`src/rtl/core/lkvc_pkg.sv`:
```
// Shared constants, types and state encoding of the LRU key-value cache.
package lkvc_pkg;

   localparam int DEF_MAX_ENTRIES = 16;
   localparam int DEF_KEY_BITS    = 32;
   localparam int KEY_PORT_BITS   = 32;
   localparam int VALUE_BITS      = 32;
   localparam int CAP_BITS        = 5;

   localparam logic [CAP_BITS-1:0] CAP_RESET = CAP_BITS'(16);

   localparam logic FUNC_GET = 1'b0;
   localparam logic FUNC_SET = 1'b1;

   typedef enum logic [1:0] {
      ST_IDLE,
      ST_MATCH,
      ST_EVICT,
      ST_COMMIT
   } engine_state_type;

   typedef struct packed {
      logic                          hit;
      logic signed [VALUE_BITS-1:0]  value;
   } rsp_type;

endpackage

```
`src/rtl/core/lru_key_value_cache_core.sv`:
```
// LRU key-value cache: get/set items in through a queue, get results out through a queue.
// The engine takes an item, matches its key across all entries, then commits the
// recency/value update and takes the next; a get's commit waits while the result
// queue is full, and a set of a new key into a full store first evicts the least
// recently used entries, normally one. Two-entry queues in front of and behind the
// engine keep intake and result draining independent of it. A get yields one result
// (hit and value, or zero on miss); a set yields none. Reset clears the store. The user
// must write csr_wdata (capacity, clamped to 1..MAX_ENTRIES) while idle; not enforced.
module lru_key_value_cache_core #(
   parameter int MAX_ENTRIES = lkvc_pkg::DEF_MAX_ENTRIES,
   parameter int KEY_BITS    = lkvc_pkg::DEF_KEY_BITS
) (
   input  logic                                    clock,
   input  logic                                    reset,
   input  logic                                    req_push,
   output logic                                    req_full,
   input  logic                                    req_func,
   input  logic [lkvc_pkg::KEY_PORT_BITS-1:0]      req_lookup_key,
   input  logic signed [lkvc_pkg::VALUE_BITS-1:0]  req_store_value,
   output logic                                    rsp_empty,
   input  logic                                    rsp_pop,
   output logic                                    rsp_hit,
   output logic signed [lkvc_pkg::VALUE_BITS-1:0]  rsp_read_value,
   input  logic                                    csr_valid,
   output logic                                    csr_ready,
   input  logic [lkvc_pkg::CAP_BITS-1:0]           csr_wdata
);
   import lkvc_pkg::*;

   localparam int KeyW = (KEY_BITS < KEY_PORT_BITS) ? KEY_BITS : KEY_PORT_BITS;
   localparam int ReqW = 1 + KeyW + VALUE_BITS;
   localparam int RspW = $bits(rsp_type);

   logic [CAP_BITS-1:0] capacity_ff, capacity_in;

   logic [ReqW-1:0] req_word, item_word;
   logic            item_empty, item_pop;
   logic            item_is_set;
   logic [KeyW-1:0] item_key;
   logic signed [VALUE_BITS-1:0] item_value;

   rsp_type         eng_rsp, out_rsp;
   logic [RspW-1:0] out_word;
   logic            eng_push, rsp_q_full;

   assign csr_ready   = 1'b1;
   assign capacity_in = (csr_valid && csr_ready) ? csr_wdata : capacity_ff;

   always_ff @(posedge clock) begin
      if (reset) begin
         capacity_ff <= CAP_RESET;
      end else begin
         capacity_ff <= capacity_in;
      end
   end

   // Classify at intake: set flag, key cut to its matching width, value.
   assign req_word = {(req_func == FUNC_SET), req_lookup_key[KeyW-1:0], req_store_value};

   lkvc_fifo #(.WIDTH(ReqW)) u_req_q (
      .clock   (clock),
      .reset   (reset),
      .push    (req_push),
      .full    (req_full),
      .wr_data (req_word),
      .pop     (item_pop),
      .empty   (item_empty),
      .rd_data (item_word)
   );

   assign item_is_set = item_word[ReqW-1];
   assign item_key    = item_word[ReqW-2:VALUE_BITS];
   assign item_value  = item_word[VALUE_BITS-1:0];

   lkvc_engine #(.MAX_ENTRIES(MAX_ENTRIES), .KEY_W(KeyW)) u_engine (
      .clock       (clock),
      .reset       (reset),
      .capacity    (capacity_ff),
      .item_valid  (!item_empty),
      .item_pop    (item_pop),
      .item_is_set (item_is_set),
      .item_key    (item_key),
      .item_value  (item_value),
      .rsp_push    (eng_push),
      .rsp_full    (rsp_q_full),
      .rsp_data    (eng_rsp)
   );

   lkvc_fifo #(.WIDTH(RspW)) u_rsp_q (
      .clock   (clock),
      .reset   (reset),
      .push    (eng_push),
      .full    (rsp_q_full),
      .wr_data (eng_rsp),
      .pop     (rsp_pop),
      .empty   (rsp_empty),
      .rd_data (out_word)
   );

   assign out_rsp        = out_word;
   assign rsp_hit        = out_rsp.hit;
   assign rsp_read_value = out_rsp.value;

endmodule

```
`src/rtl/core/lkvc_fifo.sv`:
```
// Two-entry queue that decouples neighboring stages.
module lkvc_fifo #(
   parameter int WIDTH = 8
) (
   input  logic             clock,
   input  logic             reset,
   input  logic             push,
   output logic             full,
   input  logic [WIDTH-1:0] wr_data,
   input  logic             pop,
   output logic             empty,
   output logic [WIDTH-1:0] rd_data
);

   logic [WIDTH-1:0] slots_ff [2];
   logic             wr_ptr_ff, wr_ptr_in;
   logic             rd_ptr_ff, rd_ptr_in;
   logic [1:0]       count_ff, count_in;
   logic             do_push, do_pop;

   assign full    = (count_ff == 2'd2);
   assign empty   = (count_ff == 2'd0);
   assign rd_data = slots_ff[rd_ptr_ff];
   assign do_push = push && !full;
   assign do_pop  = pop && !empty;

   always_comb begin
      wr_ptr_in = do_push ? ~wr_ptr_ff : wr_ptr_ff;
      rd_ptr_in = do_pop ? ~rd_ptr_ff : rd_ptr_ff;
      count_in  = count_ff;
      if (do_push && !do_pop) begin
         count_in = count_ff + 2'd1;
      end else if (do_pop && !do_push) begin
         count_in = count_ff - 2'd1;
      end
   end

   always_ff @(posedge clock) begin
      if (reset) begin
         wr_ptr_ff <= 1'b0;
         rd_ptr_ff <= 1'b0;
         count_ff  <= 2'd0;
      end else begin
         wr_ptr_ff <= wr_ptr_in;
         rd_ptr_ff <= rd_ptr_in;
         count_ff  <= count_in;
      end
   end

   always_ff @(posedge clock) begin
      if (do_push) begin
         slots_ff[wr_ptr_ff] <= wr_data;
      end
   end

endmodule

```
`src/rtl/core/lkvc_engine.sv`:
```
// Back end: key match, LRU eviction and recency update over the entry store.
module lkvc_engine #(
   parameter int MAX_ENTRIES = lkvc_pkg::DEF_MAX_ENTRIES,
   parameter int KEY_W       = lkvc_pkg::DEF_KEY_BITS
) (
   input  logic                                clock,
   input  logic                                reset,
   input  logic [lkvc_pkg::CAP_BITS-1:0]       capacity,
   input  logic                                item_valid,
   output logic                                item_pop,
   input  logic                                item_is_set,
   input  logic [KEY_W-1:0]                    item_key,
   input  logic signed [lkvc_pkg::VALUE_BITS-1:0] item_value,
   output logic                                rsp_push,
   input  logic                                rsp_full,
   output lkvc_pkg::rsp_type                   rsp_data
);
   import lkvc_pkg::*;

   localparam int IdxW = (MAX_ENTRIES > 1) ? $clog2(MAX_ENTRIES) : 1;
   localparam int CntW = $clog2(MAX_ENTRIES + 1);
   localparam int CmpW = (CntW > CAP_BITS) ? CntW : CAP_BITS;

   engine_state_type state_ff, state_in;

   logic                          is_set_ff, is_set_in;
   logic [KEY_W-1:0]              key_ff, key_in;
   logic signed [VALUE_BITS-1:0]  value_ff, value_in;
   logic                          hit_ff, hit_in;
   logic [IdxW-1:0]               hit_idx_ff, hit_idx_in;
   logic [IdxW-1:0]               hit_rank_ff, hit_rank_in;

   logic [MAX_ENTRIES-1:0]        valid_ff, valid_in;
   logic [KEY_W-1:0]              keys_ff   [MAX_ENTRIES];
   logic [KEY_W-1:0]              keys_in   [MAX_ENTRIES];
   logic signed [VALUE_BITS-1:0]  values_ff [MAX_ENTRIES];
   logic signed [VALUE_BITS-1:0]  values_in [MAX_ENTRIES];
   logic [IdxW-1:0]               ranks_ff  [MAX_ENTRIES];
   logic [IdxW-1:0]               ranks_in  [MAX_ENTRIES];
   logic [CntW-1:0]               occ_ff, occ_in;

   logic [MAX_ENTRIES-1:0]        match_vec;
   logic [MAX_ENTRIES-1:0]        victim_vec;
   logic [IdxW-1:0]               match_idx;
   logic [IdxW-1:0]               free_idx;
   logic [CmpW-1:0]               live_cap;
   logic [CmpW-1:0]               occ_ext;
   logic                          need_evict;
   logic                          still_evict;
   logic                          commit_go;

   // Clamp capacity to 1..MAX_ENTRIES.
   always_comb begin
      if (capacity == '0) begin
         live_cap = CmpW'(1);
      end else if (CmpW'(capacity) > CmpW'(MAX_ENTRIES)) begin
         live_cap = CmpW'(MAX_ENTRIES);
      end else begin
         live_cap = CmpW'(capacity);
      end
   end

   assign occ_ext     = CmpW'(occ_ff);
   assign need_evict  = (occ_ext >= live_cap);
   assign still_evict = ((occ_ext - CmpW'(1)) >= live_cap);

   always_comb begin
      match_idx = '0;
      free_idx  = '0;
      for (int i = 0; i < MAX_ENTRIES; i++) begin
         match_vec[i]  = valid_ff[i] && (keys_ff[i] == key_ff);
         victim_vec[i] = valid_ff[i] && ((CntW'(ranks_ff[i]) + CntW'(1)) == occ_ff);
      end
      // Lowest index wins.
      for (int i = MAX_ENTRIES - 1; i >= 0; i--) begin
         if (match_vec[i]) begin
            match_idx = IdxW'(i);
         end
         if (!valid_ff[i]) begin
            free_idx = IdxW'(i);
         end
      end
   end

   assign commit_go = (state_ff == ST_COMMIT) && !(!is_set_ff && rsp_full);

   // Next state.
   always_comb begin
      state_in = state_ff;
      unique case (state_ff)
         ST_IDLE: begin
            if (item_valid) begin
               state_in = ST_MATCH;
            end
         end
         ST_MATCH: begin
            if (is_set_ff && (match_vec == '0) && need_evict) begin
               state_in = ST_EVICT;
            end else begin
               state_in = ST_COMMIT;
            end
         end
         ST_EVICT: begin
            if (!still_evict) begin
               state_in = ST_COMMIT;
            end
         end
         ST_COMMIT: begin
            if (commit_go) begin
               state_in = item_valid ? ST_MATCH : ST_IDLE;
            end
         end
         default: state_in = ST_IDLE;
      endcase
   end

   // Handshake outputs.
   always_comb begin
      item_pop = item_valid && ((state_ff == ST_IDLE) || commit_go);
      rsp_push = commit_go && !is_set_ff;
      rsp_data.hit   = hit_ff;
      rsp_data.value = hit_ff ? values_ff[hit_idx_ff] : '0;
   end

   // Item latch and match capture.
   always_comb begin
      is_set_in   = is_set_ff;
      key_in      = key_ff;
      value_in    = value_ff;
      hit_in      = hit_ff;
      hit_idx_in  = hit_idx_ff;
      hit_rank_in = hit_rank_ff;
      if (item_pop) begin
         is_set_in = item_is_set;
         key_in    = item_key;
         value_in  = item_value;
      end
      if (state_ff == ST_MATCH) begin
         hit_in      = (match_vec != '0);
         hit_idx_in  = match_idx;
         hit_rank_in = ranks_ff[match_idx];
      end
   end

   // Entry store update.
   always_comb begin
      valid_in  = valid_ff;
      keys_in   = keys_ff;
      values_in = values_ff;
      ranks_in  = ranks_ff;
      occ_in    = occ_ff;
      if (state_ff == ST_EVICT) begin
         valid_in = valid_ff & ~victim_vec;
         occ_in   = occ_ff - CntW'(1);
      end else if (commit_go) begin
         if (hit_ff) begin
            // Touch: entries newer than the hit age by one.
            for (int i = 0; i < MAX_ENTRIES; i++) begin
               if (valid_ff[i] && (ranks_ff[i] < hit_rank_ff)) begin
                  ranks_in[i] = ranks_ff[i] + IdxW'(1);
               end
            end
            ranks_in[hit_idx_ff] = '0;
            if (is_set_ff) begin
               values_in[hit_idx_ff] = value_ff;
            end
         end else if (is_set_ff) begin
            for (int i = 0; i < MAX_ENTRIES; i++) begin
               if (valid_ff[i]) begin
                  ranks_in[i] = ranks_ff[i] + IdxW'(1);
               end
            end
            valid_in[free_idx]  = 1'b1;
            keys_in[free_idx]   = key_ff;
            values_in[free_idx] = value_ff;
            ranks_in[free_idx]  = '0;
            occ_in              = occ_ff + CntW'(1);
         end
      end
   end

   always_ff @(posedge clock) begin
      if (reset) begin
         state_ff <= ST_IDLE;
         valid_ff <= '0;
         occ_ff   <= '0;
      end else begin
         state_ff <= state_in;
         valid_ff <= valid_in;
         occ_ff   <= occ_in;
      end
   end

   always_ff @(posedge clock) begin
      is_set_ff   <= is_set_in;
      key_ff      <= key_in;
      value_ff    <= value_in;
      hit_ff      <= hit_in;
      hit_idx_ff  <= hit_idx_in;
      hit_rank_ff <= hit_rank_in;
      keys_ff     <= keys_in;
      values_ff   <= values_in;
      ranks_ff    <= ranks_in;
   end

`ifndef SYNTHESIS
   occ_matches_valid: assert property (@(posedge clock) disable iff (reset)
      $countones(valid_ff) == int'(occ_ff))
      else $error("occupancy differs from number of valid entries");

   occ_bounded: assert property (@(posedge clock) disable iff (reset)
      occ_ff <= CntW'(MAX_ENTRIES))
      else $error("occupancy above entry count");

   one_victim: assert property (@(posedge clock) disable iff (reset)
      (state_ff == ST_EVICT) |-> $onehot(victim_vec))
      else $error("eviction without a single least recently used entry");

   unique_keys: assert property (@(posedge clock) disable iff (reset)
      (state_ff == ST_MATCH) |-> $onehot0(match_vec))
      else $error("key present in more than one entry");

   insert_has_room: assert property (@(posedge clock) disable iff (reset)
      (commit_go && is_set_ff && !hit_ff) |-> (valid_ff != '1))
      else $error("insert with no free entry");
`endif

endmodule

```
`config.mk`:
```
export PLATFORM = sky130hd
export DESIGN_NAME = lru_key_value_cache_core
export DESIGN_NICKNAME = d
export VERILOG_FILES = /design/src/rtl/core/lkvc_pkg.sv /design/src/rtl/core/lru_key_value_cache_core.sv /design/src/rtl/core/lkvc_fifo.sv /design/src/rtl/core/lkvc_engine.sv
export SDC_FILE = /design/constraint.sdc
export NUM_CORES = 2
export LEC_CHECK = 0
export BUFFER_PORTS_ARGS = -buffer_cell sky130_fd_sc_hd__buf_4
export CAP_MARGIN = 20
export CELL_PAD_IN_SITES_DETAIL_PLACEMENT = 1
export CELL_PAD_IN_SITES_GLOBAL_PLACEMENT = 1
export CORE_MARGIN = 5
export CORE_UTILIZATION = 58
export CTS_BUF_LIST = sky130_fd_sc_hd__clkbuf_8 sky130_fd_sc_hd__clkbuf_16
export DETAILED_ROUTE_END_ITERATION = 10
export MAX_ROUTING_LAYER = met4
export PLACE_DENSITY = 0.82
export SLEW_MARGIN = 20
export SYNTH_ARGS = -nofsm -noshare
export SYNTH_HDL_FRONTEND = slang
export SYNTH_SLANG_ARGS = --single-unit
```
`constraint.sdc`:
```
create_clock -name clock -period 8.11 [get_ports clock]
set_input_delay 1.622 -clock clock [delete_from_list [all_inputs] [get_ports clock]]
set_output_delay 1.622 -clock clock [all_outputs]
set_load 0.01 [all_outputs]
```
==> results.md <==
* Outcome: completed
* Horiz. Die Dim at 344 microns
* TritonCTS buffer count at ~150
* Top FF cell, synth: edfxtp_1
* Total nets after synthesis at between 4000 and 5000
* Post-detailed-route wirelength per cell at 33.2 microns
* Mapped cell area at about 65000 sq um
* Filler Cell Count at 10100
* Hpwl dp at around 120000 microns
* Crit end category: register
* Kind of path behind the tightest hold check: reg2reg
* Initial Util at 0.585
* Clk_skew at 0.0334 ns
* Via count of the first global-routing pass at approximately 44000
* PortBufs at roughly 110
* Number of maximum-capacitance violations at 0
* Detailed-route via count at between 40000 and 50000
* Distinct cell type count of the synthesized netlist at 80
* Number of instances resized during post-cts repair at 0
* Master cell of the clock root buffer: clkbuf_16
* Die area at 119000 sq um
* Library cell with the highest instance count after synthesis: edfxtp_1
* Post-route DRC violation count at 0
* P per Cell Area at around 310 nW/um^2
* Leading cell types by total area after synthesis: edfxtp_1, mux4_2, xor2_1
* Post-CTS Setup Bufs at 0
* NetSw at 7.88 mW
* Sequential Power Share at 0.423
* CTS tree: done
* Number of synthesis warnings at 0
* Commonest cells post-synth: edfxtp_1, and2_1, xor2_1, xnor2_1, clkbuf_1
* Placeable core region at 111000 sq um
* Library cell with the largest summed area after synthesis: edfxtp_1
* Top cell type's share of synthesized area at 0.629
* H-tree depth reported by CTS at 4
* Area Overhead vs Synth at 11.2%
* Row count at between 100 and 150
* Clock tree buffer depth at 3
* Internal power consumption at around 15 mW
* Max-slew violation count at 0
* Gate Count Post-Synth at 4451
* Part of the Yosys area used for sequential elements at 0.641
* Crit path kind: reg2reg
* Leakage Power at 24.3 nW
* Highest net fanout along the worst path at 34
* Maximum vdd ir drop at approximately 0.35 mV
* Combined global-route utilization of all metal layers at 0.356
* Critical Path AT at 5.56 ns
* Global-route wire length before repair at 298000 microns
* Worst-margin pin slew at 1.19 ns
* Pin count of the biggest net entering global routing at 129
* Final setup violation count at 0
* Final Hold Fails at 0
* Maximum frequency from static timing analysis at roughly 190 MHz
* Mean Syn Cell Area at 14.6 sq um
* Net count of the finished layout at around 4700
* Power after layout at 22.7 mW
* Average vias per placed instance at 6.68
* Sw Share at 0.348
* Residual antenna-violating net count after detailed routing at 0
* Total Wirelength at between 200000 and 250000 microns
* Clock net sink count at 1395
* Gate power share at 0.289
* Share of synthesized flip-flops with an asynchronous set or reset at 0
* Fin crit share at 0.642
* Placer's final routability congestion estimate at 0.945
* Antenna violations before repair at 3
* Count of flip-flops with a built-in enable after synthesis at 1358
* Drt initial violations at 4962
* Synthesis-stage register bit count at 1395
* RSZ-0062 raised after global routing: false
* Setup TNS at 0 ns
* Required time of the critical path at around 8.5 ns
* Total of hold buffers inserted after clock tree synthesis at 0
* Clock period minus worst slack at between 5 and 6 ns
* IO Pins at 111
* Clock slew at the register clock pins of the worst setup and hold paths at 0.06 ns
* First drt pass iteration count at 6
* GRT Residual Overflow at 0
* Worst slew margin at 0.205
* Share of cells above drive strength 1 at 0.158
* Die H at 344 microns
* Worst-Skew Late Latency at 0.77 ns
* Clock network fraction of design power at 0.289
* Startpoint Class: register
[worst paths after layout]
check                                                       start  slack, ns                                 to  depth (start not counted)
worst max register to register  u_engine.valid_ff[9]$_SDFFE_PP0P_       2.90  u_engine.values_ff[280]$_DFFE_PP_                          9
worst min-delay path               u_rsp_q.rd_ptr_ff$_SDFFE_PP0P_       0.52     u_rsp_q.rd_ptr_ff$_SDFFE_PP0P_                          2
worst min register to register     u_rsp_q.rd_ptr_ff$_SDFFE_PP0P_       0.52     u_rsp_q.rd_ptr_ff$_SDFFE_PP0P_                          2
worst max-delay path            u_engine.valid_ff[9]$_SDFFE_PP0P_       2.90  u_engine.values_ff[280]$_DFFE_PP_                          9
[cell type report]
type                    instances  area, sq um  share of cell area
diodes                          2         5.00           0.0000695
clock buffers                 151         3780              0.0524
clock inverters               117          820              0.0114
inverters                      77          289             0.00401
multi-input cells            2723        22100               0.307
flip-flops and latches       1395        41500               0.576
well taps                    1488         1860              0.0258
repair buffers                215         1680              0.0233
[cell usage in the layout (no fill, tap or decap), drive strengths merged, types with 83 or more instances in the layout]
cell | Yosys | layout
xor2 | 397 | 397
nor4 | 168 | 168
edfxtp | 1358 | 1358
and2 | 555 | 555
nand2 | 149 | 149
o21ai | 109 | 109
xnor2 | 204 | 204
clkbuf | 173 | 151
nor2 | 127 | 127
nand4 | 92 | 92
mux4 | 160 | 160
ha | 83 | 83
buf | 83 | 215
mux2 | 111 | 111
inv | 77 | 116
[logic make-up (layout without fill, tap and decap cells)]
| kind of cell | count (synthesis) | in the layout | synth area share |
|---|---|---|---|
| other cells | 1 | 3 | 0.0000579 |
| compound gates | 364 | 364 | 0.0372 |
| fa+ha+maj | 83 | 83 | 0.0160 |
| simple gates | 1378 | 1378 | 0.123 |
| xor+xnor | 601 | 601 | 0.0812 |
| flops | 1395 | 1395 | 0.641 |
| mux | 296 | 296 | 0.0787 |
| buf+inv | 333 | 560 | 0.0234 |
[flip-flops by register name, indices dropped and copies added (netlist names), named ones only]
register / cells
u_engine.key_ff: 32
u_engine.hit_rank_ff: 4
u_engine.occ_ext: 5
u_engine.valid_ff: 16
u_engine.is_set_ff: 1
capacity_ff: 5
u_engine.ranks_ff: 64
u_engine.hit_idx_ff: 4
u_rsp_q.count_ff: 2
u_engine.hit_ff: 1
u_req_q.count_ff: 2
u_engine.values_ff: 512
u_engine.state_ff: 2
u_req_q.rd_ptr_ff: 1
u_rsp_q.rd_ptr_ff: 1
u_rsp_q.slots_ff: 66
u_engine.keys_ff: 512
u_req_q.wr_ptr_ff: 1
u_req_q.slots_ff: 130
u_rsp_q.wr_ptr_ff: 1
u_engine.value_ff: 32
[power groups by stage]
stage / Clock (mW) / Combinational, mW / Sequential (mW)
floorplan: 0 / 4.13 / 9.40
global placement: 0 / 5.97 / 9.63
detailed placement: 0 / 6.26 / 9.68
CTS: 6.59 / 6.40 / 9.56
global route: 6.95 / 6.81 / 9.62
finish: 6.54 / 6.54 / 9.58
[per-layer routing]
metal | global-route usage | vias up | share of wire
li1 | - | 16900 | -
met1 | 0.443 | 21300 | 0.37
met2 | 0.582 | 2422 | 0.49
met3 | 0.0562 | 639 | 0.084
met4 | 0.161 | 0 | 0.053
met5 | - | - | 0
[critical path, stage by stage (launching register included)]
cell and delay, ns:
dfxtp_1 0.60, nand2_1 0.14, o211ai_1 0.19, nand3_1 0.14, nand3_1 0.17, nand3_1 0.23
a211oi_1 0.95, a21oi_1 0.35, nor2_4 0.89, and3_2 1.10
[metrics by stage]
stage / util / setup slack [ns] / area, sq um / std cells / hold slack [ns]
2_1_floorplan: - / 3.00 / 64800 / 4451 / 0.461
3_3_place_gp: 0.608 / 3.07 / 67400 / 5896 / 0.484
3_5_place_dp: 0.608 / 3.10 / 67400 / 5896 / 0.503
4_1_cts: 0.650 / 3.03 / 72000 / 6164 / 0.524
5_1_grt: 0.650 / 2.72 / 72000 / 6166 / 0.538
6_report: 0.650 / 2.90 / 72000 / 6168 / 0.517
Note: power is estimated with default switching activity, not from simulation.
